[src/hdl/kcf_pkg.sv]
// kcf_pkg: shared types, constants and arithmetic helpers for the kaleidoscope fold
// holds the fixed point format, the queue entry layout and the rounding multiply
// no dependencies
package kcf_pkg;

    localparam int FRAC_BITS = 16;
    localparam int VW        = FRAC_BITS + 4;
    localparam int OUT_W     = 19;
    localparam int IN_W      = 32;

    typedef logic signed [VW-1:0] val_t;

    localparam logic [2:0] MODE_BOX  = 3'd0;
    localparam logic [2:0] MODE_OCT  = 3'd1;
    localparam logic [2:0] MODE_TRI  = 3'd2;
    localparam logic [2:0] MODE_RHO  = 3'd3;
    localparam logic [2:0] MODE_MESH = 3'd4;
    localparam logic [2:0] MODE_HEX  = 3'd5;
    localparam logic [2:0] MODE_DODEC  = 3'd6;
    localparam logic [2:0] MODE_UNUSED = 3'd7;
    localparam logic [2:0] MODE_RESET = MODE_OCT;

    // Q2.30 constants
    localparam logic [31:0] K_SQ3    = 32'd1859775393;
    localparam logic [31:0] K_2SQ3   = 32'd3719550787;
    localparam logic [31:0] K_SQ3H   = 32'd929887697;
    localparam logic [31:0] K_INVSQ3 = 32'd619925131;
    localparam logic [31:0] K_OFFS   = 32'd226908346;
    localparam logic [31:0] K_HALF   = 32'd536870912;

    localparam longint ONE_L = longint'(1) <<< FRAC_BITS;
    localparam longint RND_L = longint'(1) <<< 29;

    localparam val_t ONE_V  = val_t'(ONE_L);
    localparam val_t HALF_V = val_t'(ONE_L >>> 1);
    localparam val_t QTR_V  = val_t'(ONE_L >>> 2);
    localparam val_t C15_V  = val_t'(ONE_L + (ONE_L >>> 1));

    localparam val_t KC_SQ3  = val_t'((ONE_L * longint'(K_SQ3) + RND_L) >>> 30);
    localparam val_t KC_2SQ3 = val_t'((ONE_L * longint'(K_2SQ3) + RND_L) >>> 30);
    localparam val_t KC_INV  = val_t'((ONE_L * longint'(K_INVSQ3) + RND_L) >>> 30);
    localparam val_t KC_OFFS = val_t'((ONE_L * longint'(K_OFFS) + RND_L) >>> 30);

    localparam int OUT_MAX = 262143;
    localparam int OUT_MIN = -262144;

    typedef enum logic [1:0] {KM_NONE, KM_2SQ3, KM_SQ3} kmul_t;

    // rotation forms, a = x after subtract, b = y
    // a: x=-h(a)+s(b) y=-h(b)-s(a)   b: x=-h(a)-s(b) y=-h(b)+s(a)
    // c: x=-h(a)+s(b) y= h(b)+s(a)   d: x=-h(a)-s(b) y= h(b)-s(a)
    typedef enum logic [2:0] {ROT_NONE, ROT_A, ROT_B, ROT_C, ROT_D} rot_t;

    typedef struct packed {
        val_t  xv;
        val_t  yv;
        val_t  xsub;
        val_t  addx;
        logic  addy;
        kmul_t kmul;
        rot_t  rot;
        logic  fin;
    } kcf_op_t;

    // v * k / 2^30, rounded to nearest, ties away from zero
    function automatic val_t mulk(val_t v, logic [31:0] k);
        logic [VW-1:0]    m;
        logic [VW+31:0]   p;
        logic [VW+31:0]   q;
        val_t             r;
        m = v[VW-1] ? VW'(-v) : VW'(v);
        p = (VW+32)'(m) * (VW+32)'(k) + (VW+32)'(RND_L);
        q = p >> 30;
        r = val_t'(q[VW-1:0]);
        return v[VW-1] ? -r : r;
    endfunction

    function automatic val_t sym_f(val_t v);
        val_t r;
        r = (v > HALF_V) ? ONE_V - v : v;
        return r <<< 1;
    endfunction

    function automatic logic [OUT_W-1:0] sat_f(val_t v);
        logic signed [31:0] w;
        w = 32'(v);
        if (w > OUT_MAX) w = OUT_MAX;
        if (w < OUT_MIN) w = OUT_MIN;
        return w[OUT_W-1:0];
    endfunction

endpackage

[src/hdl/kcf_front.sv]
// kcf_front: wraps a coordinate pair to its fraction and folds it by mode
// finishes the multiply-free modes and prepares the rotation op for the rest
// depends on kcf_pkg
module kcf_front import kcf_pkg::*; (
    input  logic [2:0]            fold_mode,
    input  logic [IN_W-1:0]       x_in,
    input  logic [IN_W-1:0]       y_in,
    output kcf_op_t               op
);

    always_comb begin
        val_t x0, y0, x, y, t, x6, fr, x2;
        logic [2:0] n;
        x0 = val_t'({1'b0, x_in[FRAC_BITS-1:0]});
        y0 = val_t'({1'b0, y_in[FRAC_BITS-1:0]});
        x = x0;
        y = y0;
        t = '0;
        x6 = '0;
        fr = '0;
        x2 = '0;
        n = '0;
        op.xsub = '0;
        op.addx = '0;
        op.addy = 1'b0;
        op.kmul = KM_NONE;
        op.rot  = ROT_NONE;
        op.fin  = 1'b0;
        case (fold_mode)
            MODE_BOX: begin
                x = sym_f(x0);
                y = sym_f(y0);
            end
            MODE_OCT: begin
                x = sym_f(x0);
                y = sym_f(y0);
                if (y > x) begin
                    t = x; x = y; y = t;
                end
            end
            MODE_TRI: begin
                x = sym_f(x0);
                y = sym_f(y0);
                if (y < ONE_V - x) begin
                    t = ONE_V - x; x = ONE_V - y; y = t;
                end
            end
            MODE_RHO: begin
                if (y > x) begin
                    t = x; x = y; y = t;
                end
                if (y < ONE_V - x) begin
                    t = ONE_V - x; x = ONE_V - y; y = t;
                end
                if (y > C15_V - x) begin
                    t = C15_V - x; x = C15_V - y; y = t;
                end
                if (y < x - HALF_V) begin
                    t = x - HALF_V; x = y + HALF_V; y = t;
                end
                x = (x - HALF_V) <<< 1;
                y = (y - QTR_V) <<< 1;
            end
            MODE_MESH: begin
                x = sym_f(x0);
                y = sym_f(sym_f(y0));
                if (x >= HALF_V) begin
                    x = (ONE_V - x) <<< 1;
                    if (y > x) begin
                        t = x; x = y; y = t;
                    end
                end else begin
                    x = x <<< 1;
                    if (y < ONE_V - x) begin
                        t = ONE_V - x; x = ONE_V - y; y = t;
                    end
                end
            end
            MODE_HEX: begin
                y = sym_f(y0);
                x6 = (x0 <<< 2) + (x0 <<< 1);
                n = x6[FRAC_BITS+2:FRAC_BITS];
                fr = val_t'({1'b0, x6[FRAC_BITS-1:0]});
                if (!n[0]) begin
                    if (y < fr) n = n + 3'd1;
                end else begin
                    if (y > ONE_V - fr) n = n + 3'd1;
                end
                op.kmul = KM_2SQ3;
                op.fin  = 1'b1;
                case (n)
                    3'd1: ;
                    3'd2: begin
                        op.xsub = KC_SQ3; y = ONE_V - y; op.rot = ROT_A;
                    end
                    3'd3: begin
                        op.xsub = KC_SQ3; y = y - ONE_V; op.rot = ROT_B;
                    end
                    3'd4: begin
                        op.xsub = KC_SQ3; y = ONE_V - y;
                    end
                    3'd5: begin
                        op.xsub = KC_2SQ3; op.rot = ROT_A;
                    end
                    3'd6: begin
                        op.xsub = KC_2SQ3; op.rot = ROT_C;
                    end
                    default: op.rot = ROT_C;
                endcase
            end
            default: begin
                // dodecagon, also taken for the unused code
                x = sym_f(x0);
                y = sym_f(sym_f(y0));
                if (y > ONE_V - x) begin
                    x = ONE_V - x; y = ONE_V - y;
                end
                x2 = (x <<< 1) + x;
                op.kmul = KM_SQ3;
                op.addx = KC_OFFS;
                if (y > ONE_V - x2) begin
                    if (y < x2 - ONE_V) begin
                        op.xsub = KC_INV;
                        op.rot  = ROT_B;
                        op.addx = KC_INV + KC_OFFS;
                    end else begin
                        y = y - ONE_V;
                        op.rot  = ROT_D;
                        op.addy = 1'b1;
                    end
                end
            end
        endcase
        op.xv = x;
        op.yv = y;
    end

endmodule

[src/hdl/kcf_fifo.sv]
// kcf_fifo: four-entry queue of fold ops between front and back
// depends on kcf_pkg
module kcf_fifo import kcf_pkg::*; (
    input  logic    aclk,
    input  logic    aresetn,
    input  logic    wr_en,
    input  kcf_op_t wr_data,
    output logic    full,
    input  logic    rd_en,
    output logic    rd_valid,
    output kcf_op_t rd_data
);

    localparam int DEPTH = 4;
    localparam int AW    = $clog2(DEPTH);

    kcf_op_t        mem_reg [DEPTH];
    logic [AW-1:0]  wr_ptr_reg, wr_ptr_next;
    logic [AW-1:0]  rd_ptr_reg, rd_ptr_next;
    logic [AW:0]    count_reg, count_next;

    assign full     = (count_reg == (AW+1)'(DEPTH));
    assign rd_valid = (count_reg != '0);
    assign rd_data  = mem_reg[rd_ptr_reg];

    always_comb begin
        wr_ptr_next = wr_ptr_reg + (wr_en ? AW'(1) : AW'(0));
        rd_ptr_next = rd_ptr_reg + (rd_en ? AW'(1) : AW'(0));
        count_next  = count_reg + (wr_en ? (AW+1)'(1) : '0) - (rd_en ? (AW+1)'(1) : '0);
    end

    always_ff @(posedge aclk) begin
        if (wr_en) begin
            mem_reg[wr_ptr_reg] <= wr_data;
        end
    end

    always_ff @(posedge aclk) begin
        if (!aresetn) begin
            wr_ptr_reg <= '0;
            rd_ptr_reg <= '0;
            count_reg  <= '0;
        end else begin
            wr_ptr_reg <= wr_ptr_next;
            rd_ptr_reg <= rd_ptr_next;
            count_reg  <= count_next;
        end
    end

endmodule

[src/hdl/kcf_back.sv]
// kcf_back: four-stage rotation pipeline, the last stage being the output register
// scale by sqrt 3 terms, rotate, offset, final scale and saturate
// depends on kcf_pkg
module kcf_back import kcf_pkg::*; (
    input  logic               aclk,
    input  logic               aresetn,
    input  logic               op_valid,
    input  kcf_op_t            op,
    output logic               op_ready,
    output logic               m_valid,
    input  logic               m_ready,
    output logic [OUT_W-1:0]   x_out,
    output logic [OUT_W-1:0]   y_out
);

    logic    en;
    logic    v1_reg, v2_reg, v3_reg, v4_reg;
    kcf_op_t op1_reg;
    kcf_op_t op_m;
    val_t    a2_reg, b2_reg, ha2_reg, sa2_reg, hb2_reg, sb2_reg, addx2_reg;
    logic    addy2_reg, fin2_reg, fin3_reg;
    rot_t    rot2_reg;
    val_t    x3_reg, y3_reg;
    logic [OUT_W-1:0] x4_reg, y4_reg;

    val_t    xm_next, a_next, xr, yr, xf_next;

    assign en       = !v4_reg || m_ready;
    assign op_ready = en;
    assign m_valid  = v4_reg;
    assign x_out    = x4_reg;
    assign y_out    = y4_reg;

    always_comb begin
        case (op.kmul)
            KM_2SQ3: xm_next = mulk(op.xv, K_2SQ3);
            KM_SQ3:  xm_next = mulk(op.xv, K_SQ3);
            default: xm_next = op.xv;
        endcase
        op_m    = op;
        op_m.xv = xm_next;
        a_next = op1_reg.xv - op1_reg.xsub;
        case (rot2_reg)
            ROT_A: begin
                xr = sb2_reg - ha2_reg; yr = -hb2_reg - sa2_reg;
            end
            ROT_B: begin
                xr = -ha2_reg - sb2_reg; yr = sa2_reg - hb2_reg;
            end
            ROT_C: begin
                xr = sb2_reg - ha2_reg; yr = hb2_reg + sa2_reg;
            end
            ROT_D: begin
                xr = -ha2_reg - sb2_reg; yr = hb2_reg - sa2_reg;
            end
            default: begin
                xr = a2_reg; yr = b2_reg;
            end
        endcase
        xf_next = fin3_reg ? mulk(x3_reg, K_SQ3H) : x3_reg;
    end

    always_ff @(posedge aclk) begin
        if (!aresetn) begin
            v1_reg <= 1'b0;
            v2_reg <= 1'b0;
            v3_reg <= 1'b0;
            v4_reg <= 1'b0;
        end else if (en) begin
            v1_reg <= op_valid;
            v2_reg <= v1_reg;
            v3_reg <= v2_reg;
            v4_reg <= v3_reg;
        end
    end

    always_ff @(posedge aclk) begin
        if (en) begin
            op1_reg    <= op_m;
            a2_reg     <= a_next;
            b2_reg     <= op1_reg.yv;
            ha2_reg    <= mulk(a_next, K_HALF);
            sa2_reg    <= mulk(a_next, K_SQ3H);
            hb2_reg    <= mulk(op1_reg.yv, K_HALF);
            sb2_reg    <= mulk(op1_reg.yv, K_SQ3H);
            addx2_reg  <= op1_reg.addx;
            addy2_reg  <= op1_reg.addy;
            rot2_reg   <= op1_reg.rot;
            fin2_reg   <= op1_reg.fin;
            x3_reg     <= xr + addx2_reg;
            y3_reg     <= yr + (addy2_reg ? ONE_V : val_t'(0));
            fin3_reg   <= fin2_reg;
            x4_reg     <= sat_f(xf_next);
            y4_reg     <= sat_f(y3_reg);
        end
    end

endmodule

[src/hdl/kaleidoscope_coordinate_fold_core.sv]
// kaleidoscope coordinate fold, top level
// an input beat is written to the queue, then passes the four back stages to the result beat
// throughput: one beat per cycle while m_tready stays high, set by the four-stage back pipeline
// the four-entry queue absorbs input beats while the output is stalled
// reset (aresetn low, synchronous) empties the queue and pipeline, fold_mode goes to octagon
module kaleidoscope_coordinate_fold_core import kcf_pkg::*; (
    input  logic        aclk,
    input  logic        aresetn,
    input  logic        cfg_we,
    input  logic [2:0]  cfg_wdata,
    input  logic        s_tvalid,
    output logic        s_tready,
    input  logic [63:0] s_tdata,   // x_in [31:0], y_in [63:32]
    output logic        m_tvalid,
    input  logic        m_tready,
    output logic [39:0] m_tdata    // x_out [18:0], y_out [37:19], zero [39:38]
);

    logic [2:0]       fold_mode_reg;
    kcf_op_t          front_op, q_op;
    logic             q_full, q_valid, back_ready, wr_en, rd_en;
    logic [OUT_W-1:0] x_out, y_out;

    always_ff @(posedge aclk) begin
        if (!aresetn) begin
            fold_mode_reg <= MODE_RESET;
        end else if (cfg_we) begin
            fold_mode_reg <= cfg_wdata;
        end
    end

    assign s_tready = !q_full;
    assign wr_en    = s_tvalid && !q_full;
    assign rd_en    = q_valid && back_ready;

    kcf_front u_front (
        .fold_mode (fold_mode_reg),
        .x_in      (s_tdata[31:0]),
        .y_in      (s_tdata[63:32]),
        .op        (front_op)
    );

    kcf_fifo u_fifo (
        .aclk     (aclk),
        .aresetn  (aresetn),
        .wr_en    (wr_en),
        .wr_data  (front_op),
        .full     (q_full),
        .rd_en    (rd_en),
        .rd_valid (q_valid),
        .rd_data  (q_op)
    );

    kcf_back u_back (
        .aclk     (aclk),
        .aresetn  (aresetn),
        .op_valid (q_valid),
        .op       (q_op),
        .op_ready (back_ready),
        .m_valid  (m_tvalid),
        .m_ready  (m_tready),
        .x_out    (x_out),
        .y_out    (y_out)
    );

    assign m_tdata = {2'b00, y_out, x_out};

endmodule

[config.mk]
export PLATFORM = sky130hd
export DESIGN_NAME = kaleidoscope_coordinate_fold_core
export DESIGN_NICKNAME = d
export VERILOG_FILES = /design/src/hdl/kcf_pkg.sv /design/src/hdl/kcf_front.sv /design/src/hdl/kcf_fifo.sv /design/src/hdl/kcf_back.sv /design/src/hdl/kaleidoscope_coordinate_fold_core.sv
export SDC_FILE = /design/constraint.sdc
export NUM_CORES = 2
export LEC_CHECK = 0
export ABC_AREA = 1
export BUFFER_PORTS_ARGS = -buffer_cell sky130_fd_sc_hd__buf_2
export CORE_MARGIN = 3
export CORE_UTILIZATION = 40
export DETAILED_ROUTE_END_ITERATION = 8
export GPL_TIMING_DRIVEN = 0
export HOLD_SLACK_MARGIN = 0.12
export PLACE_DENSITY = 0.67
export SLEW_MARGIN = 20
export SYNTH_ARGS = -nofsm -noshare
export SYNTH_HDL_FRONTEND = slang
export SYNTH_HIERARCHICAL = 1
export SYNTH_SLANG_ARGS = --single-unit
[constraint.sdc]
create_clock -name aclk -period 15.5 [get_ports aclk]
set_clock_uncertainty 0.15 [all_clocks]
set_input_delay 1.55 -clock aclk [delete_from_list [all_inputs] [get_ports aclk]]
set_output_delay 1.55 -clock aclk [all_outputs]
set_load 0.005 [all_outputs]
# Word-level counts from Yosys, hierarchy flattened
# Memories as Yosys holds them, arrays and structs flattened. A register that Yosys moved wholly into a read port is not among the register bits.
# Index checks and enable logic that the tools add are counted.
# word_totals
input_bits,72
ram_bits,340
n_memories,1
reg_bits,323
# classes
n_mul,5
n_lt_le_gt_ge,21
eq_ne,18
n_addsub,55
reduce_logical,16
muxes,80
# memory_table
name,words,word_bits,read_ports,rd_clocked_by_memory_dff,write_ports,line_no,text
u_fifo.mem_reg,4,85,1,1,1,kcf_fifo.sv:17,kcf_op_t mem_reg [DEPTH];
# ops
operator,n
two-way mux 20 bit,38
negation 20 bit,13
"adder 50 x 30 -> 50 bit, second input constant",5
one-hot mux 20 bit (6 select lines),2
"subtractor 18 x 20 -> 20 bit, first input constant",9
"multiplier 20 x 30 -> 50 bit, second input constant",3
two-way mux 19 bit,7
two-way mux 32 bit,4
one-hot mux 20 bit (2 select lines),3
subtractor 20 bit,6
"adder 49 x 30 -> 50 bit, second input constant",2
greater-than comparator 20 bit,5
less-than comparator 20 bit,5
adder 20 bit,4
one-hot mux 20 bit (4 select lines),1
one-hot mux 18 bit (2 select lines),2
"less-than comparator 32 x 19 -> 1 bit, second input constant",2
"subtractor 20 x 18 -> 20 bit, second input constant",3
"subtractor 17 x 16 -> 18 bit, first input constant",3
"multiplier 20 x 31 -> 50 bit, second input constant",1
"multiplier 20 x 32 -> 50 bit, second input constant",1
"greater-than comparator 20 x 19 -> 1 bit, second input constant",2
two-way mux 37 bit,1
two-way mux 36 bit,1
37 further kinds,72

# Logic depth before layout (Yosys ltp)
# logic_depth
ltp_word,17
ltp_mapped,78
ltp_nobuf,74

# By module
# Netlist, hierarchy kept.
# by_module_without_submodules
module,cells_per_inst,n_inst,area_each_um2
kcf_back,8972,1,74850.5
kcf_front,2734,1,15835.2
kcf_fifo,1064,1,14143.6
kaleidoscope_coordinate_fold_core,25,1,151.4

# Worst setup path before layout
# OpenSTA, ideal clock, no wires.
# synth_path
kind,in2reg
from,input port s_tdata[32]
to,memory u_fifo/mem_reg[0][33] (netlist name) (data pin)
required_ns,15.220
path_slack_ns,2.780
arrival_ns,12.439
path_buffers,4
cell_stages,71
path_cell_list,clkbuf_1 -> inv_1 -> ha_1 -> nand4_1 -> nor3_1 -> nand4_1 -> nand2_1 -> o21ai_1 -> inv_1 -> ha_1 -> nand2_1 -> nor2_1 -> nand3_1 -> nor3_1 -> nand4_1 -> nor3_2 -> nor2_2 -> buf_2 -> [35 not listed] -> o21ai_0 -> nand2_1 -> xnor2_1 -> nand3_1 -> xnor2_1 -> ha_1 -> nand2_1 -> inv_1 -> nand3_1 -> a21oi_1 -> a2111oi_0 -> nand3_1 -> xor2_1 -> nand2_1 -> nor2_1 -> inv_1 -> nand3_1 -> buf_4
# synth_rtl
item,line_no,text
from (decl),kaleidoscope_coordinate_fold_core.sv:13,"input logic [63:0] s_tdata,"
to (decl),kcf_fifo.sv:17,

==> results.sh <==
export IMPL_totalWireLength_um=353000
export IMPL_vias=87900
export IMPL_cts_root_buf="clkbuf_16"
export IMPL_nets=15600
export IMPL_layout_setup_ws_ns=0.876
export IMPL_fp_coreArea_um2=260000
export IMPL_drive_gt1_share_pct=5.30
export IMPL_drtIter0Drc=8467
export IMPL_vias_per_cell=5.30
export IMPL_cap_violations=0
export IMPL_h_tree_depth=3
export IMPL_synth_top_area_share_pct=22.3
export IMPL_die_h_um=518
export IMPL_outcome="finished clean"
export IMPL_place_area_um2=111000
export IMPL_numCtsBuffers=68
export IMPL_hold_viol_final=0
export IMPL_ioPinCount=114
export IMPL_synth_common_cells="inv_1, nand2_1, ha_1, fa_1, nor2_1"
export IMPL_r2r_start="u_fifo/rd_ptr_reg[0]"
export IMPL_fmaxAchievable_mhz=68.4
export IMPL_async_flop_share_pct=0
export IMPL_fin_cells=16600
export IMPL_grt_pass1_wl_um=532000
export IMPL_setup_violations=0
export IMPL_min_period_over_period_pct=94.4
export IMPL_drc_errors=0
export IMPL_critical_path_max_stage_delay_ns=0.43
export IMPL_synth_most_common_cell="inv_1"
export IMPL_synth_cell_types=82
export IMPL_hold_slack_ns=0.265
export IMPL_gr_usage_all_layers_pct=25.8
export IMPL_yosysTopAreaCell="fa_1"
export IMPL_reg2regPathDepth=44
export IMPL_die_width_um=518
export IMPL_dp_cells=16400
export IMPL_cts_sinks=671
export IMPL_ys_top_cells_by_area="fa_1, edfxtp_1, ha_1"
export IMPL_antenna_found_initial=6
export IMPL_cp_required_ns=15.66
export IMPL_ys_ff_latch=671
export IMPL_critPathLaunchType="input port"
export IMPL_place_congestion=1.04
export IMPL_post_drt_wl_per_cell_um=21.3
export IMPL_place_hpwl_um=302000
export IMPL_end_kind="flop"
export IMPL_io_buffers=79
export IMPL_row_count=187
export IMPL_cts_buffer_depth=3
export IMPL_ant_nets=0
export IMPL_maxSlewViolCount=0
export IMPL_critical_path_class="input port to flop"
export IMPL_grt_pass1_vias=86500
export IMPL_cp_common_cell="nand2_1"
export IMPL_synthToLayoutAreaGrowth_pct=7.94
export IMPL_cts_tree="done"
export IMPL_tightest_slew_ns=1.30
export IMPL_insertion_delay_ns=0.68
export IMPL_dieArea_um2=269000
export IMPL_seq_area_frac_synth_pct=19.1
export IMPL_yosysWarnings=6
export IMPL_period_needed_ns=14.62
export IMPL_overflow=0
export IMPL_hold_path_startpoint="u_back/op1_reg[9]"
export IMPL_firstDrtPassIters=8
export IMPL_whs_path_depth=0
export IMPL_worstPathArrival_ns=14.79
export IMPL_synth_edf_count=657
export IMPL_largest_reg_flops=348
export IMPL_syn_area_um2=105000
export IMPL_avgSynthCellArea_um2=8.20
export IMPL_final_area_um2=113000
export IMPL_grt_max_degree=110
export IMPL_initial_core_util_pct=40.3
export IMPL_relSlewSlack_pct=12.5
export IMPL_crit_start="s_tdata[0]"
export IMPL_pre_cts_ws_ns=-2.58
export IMPL_critPathSlowestCell="xor2_1"
export IMPL_path_max_fanout=11
export IMPL_syn_instance_count=12800
export IMPL_cts_clk_slew_worst_paths_ns=0.07
export IMPL_min_path_type="flop to flop"
export IMPL_synth_flop_cell="edfxtp_1"
worst max-delay path: cells and delay by family:
kind	cells	cell delay [ns]
xor gates and xnor gates	5	1.21
adders and majority gates	5	1.49
and+or+nand+nor	32	4.85
AOI/OAI and AO/OA	15	2.77
buffers and inverters	16	2.86
logic make-up after synthesis:
group                    count (synthesis)  synth area share, %
AND/OR/NAND/NOR                       4202                 17.0
buffers and inverters                 3032                 11.3
adder cells (fa/ha/maj)               2527                 38.5
AO/OA/AOI/OAI                         1959                 10.7
flip-flops                             671                 19.1
XOR/XNOR                               401                 3.37
other                                    3               0.0107
layout by cell type (no fill, tap or decap), types with 19 or more instances in the layout:
cell,Yosys,layout
o211ai_1,147,147
xor2_2,3,28
nor4_1,33,30
nand2_1,2260,2258
nand4_1,138,138
xnor2_1,97,95
buf_2,31,111
xor2_1,300,272
o21ai_0,554,540
nand3b_1,29,29
inv_2,33,35
nand2_2,50,52
a21o_1,28,28
nor2_2,25,30
o21bai_1,41,41
a21oi_1,757,755
nor3_2,7,19
fa_1,1171,1171
nor2_1,875,867
o2111ai_1,26,26
ha_1,1356,1354
buf_6,39,65
nor3_1,130,118
clkinv_1,10,21
inv_1,2738,2732
o21a_1,32,32
a211oi_1,23,22
a31oi_1,67,67
o221ai_1,23,23
nand3_1,558,557
o21ai_2,15,21
or2_2,42,42
edfxtp_1,657,657
buf_4,49,92
clkbuf_16,0,69
clkbuf_1,113,124
o21ai_1,116,122
layout make-up:
class                      instances  area, µm²
fill                           26000     147000
multi-input combinational       9103      73600
sequential                       671      20000
inverter                        2783      10500
tap                             3496       4370
clock buffer                      86       1800
buffer                           248       1470
timing repair buffer             156       1180
clock inverter                    34        413
antenna                            6       15.0
stage by stage:
stage                     TNS, ns  utilization [%]
after floorplan                 0                -
after global placement    -321.76             42.2
after detailed placement  -288.46             42.5
after CTS                       0             43.4
after global routing       -0.337             43.5
final                           0             43.5
worst paths after layout:
path | endpoint | slack (ns)
min | u_back/addx2_reg[2] | 0.26
max reg2reg | u_back/op1_reg[85] | 2.15
max | u_fifo/mem_reg[3][66] | 0.88
min reg2reg | u_back/addx2_reg[2] | 0.26
repair_timing:
action                     CTS  global route
hold buffers                 0             0
setup endpoints to repair  128           176
setup buffers                2             7
gates resized for setup     21            45
pin swaps                    0             2
layer usage:
metal | GRT usage, % | up-vias | part of all wire (%)
li1 | - | 41700 | -
met2 | 41.9 | 3485 | 46
met3 | 4.44 | 597 | 8.4
met1 | 35.1 | 42200 | 42
met5 | 0 | - | 0.0077
met4 | 8.12 | 4 | 3.8
Power is not shown: default switching activity piles up to over one toggle a cycle in this logic, so the estimate is an artifact.
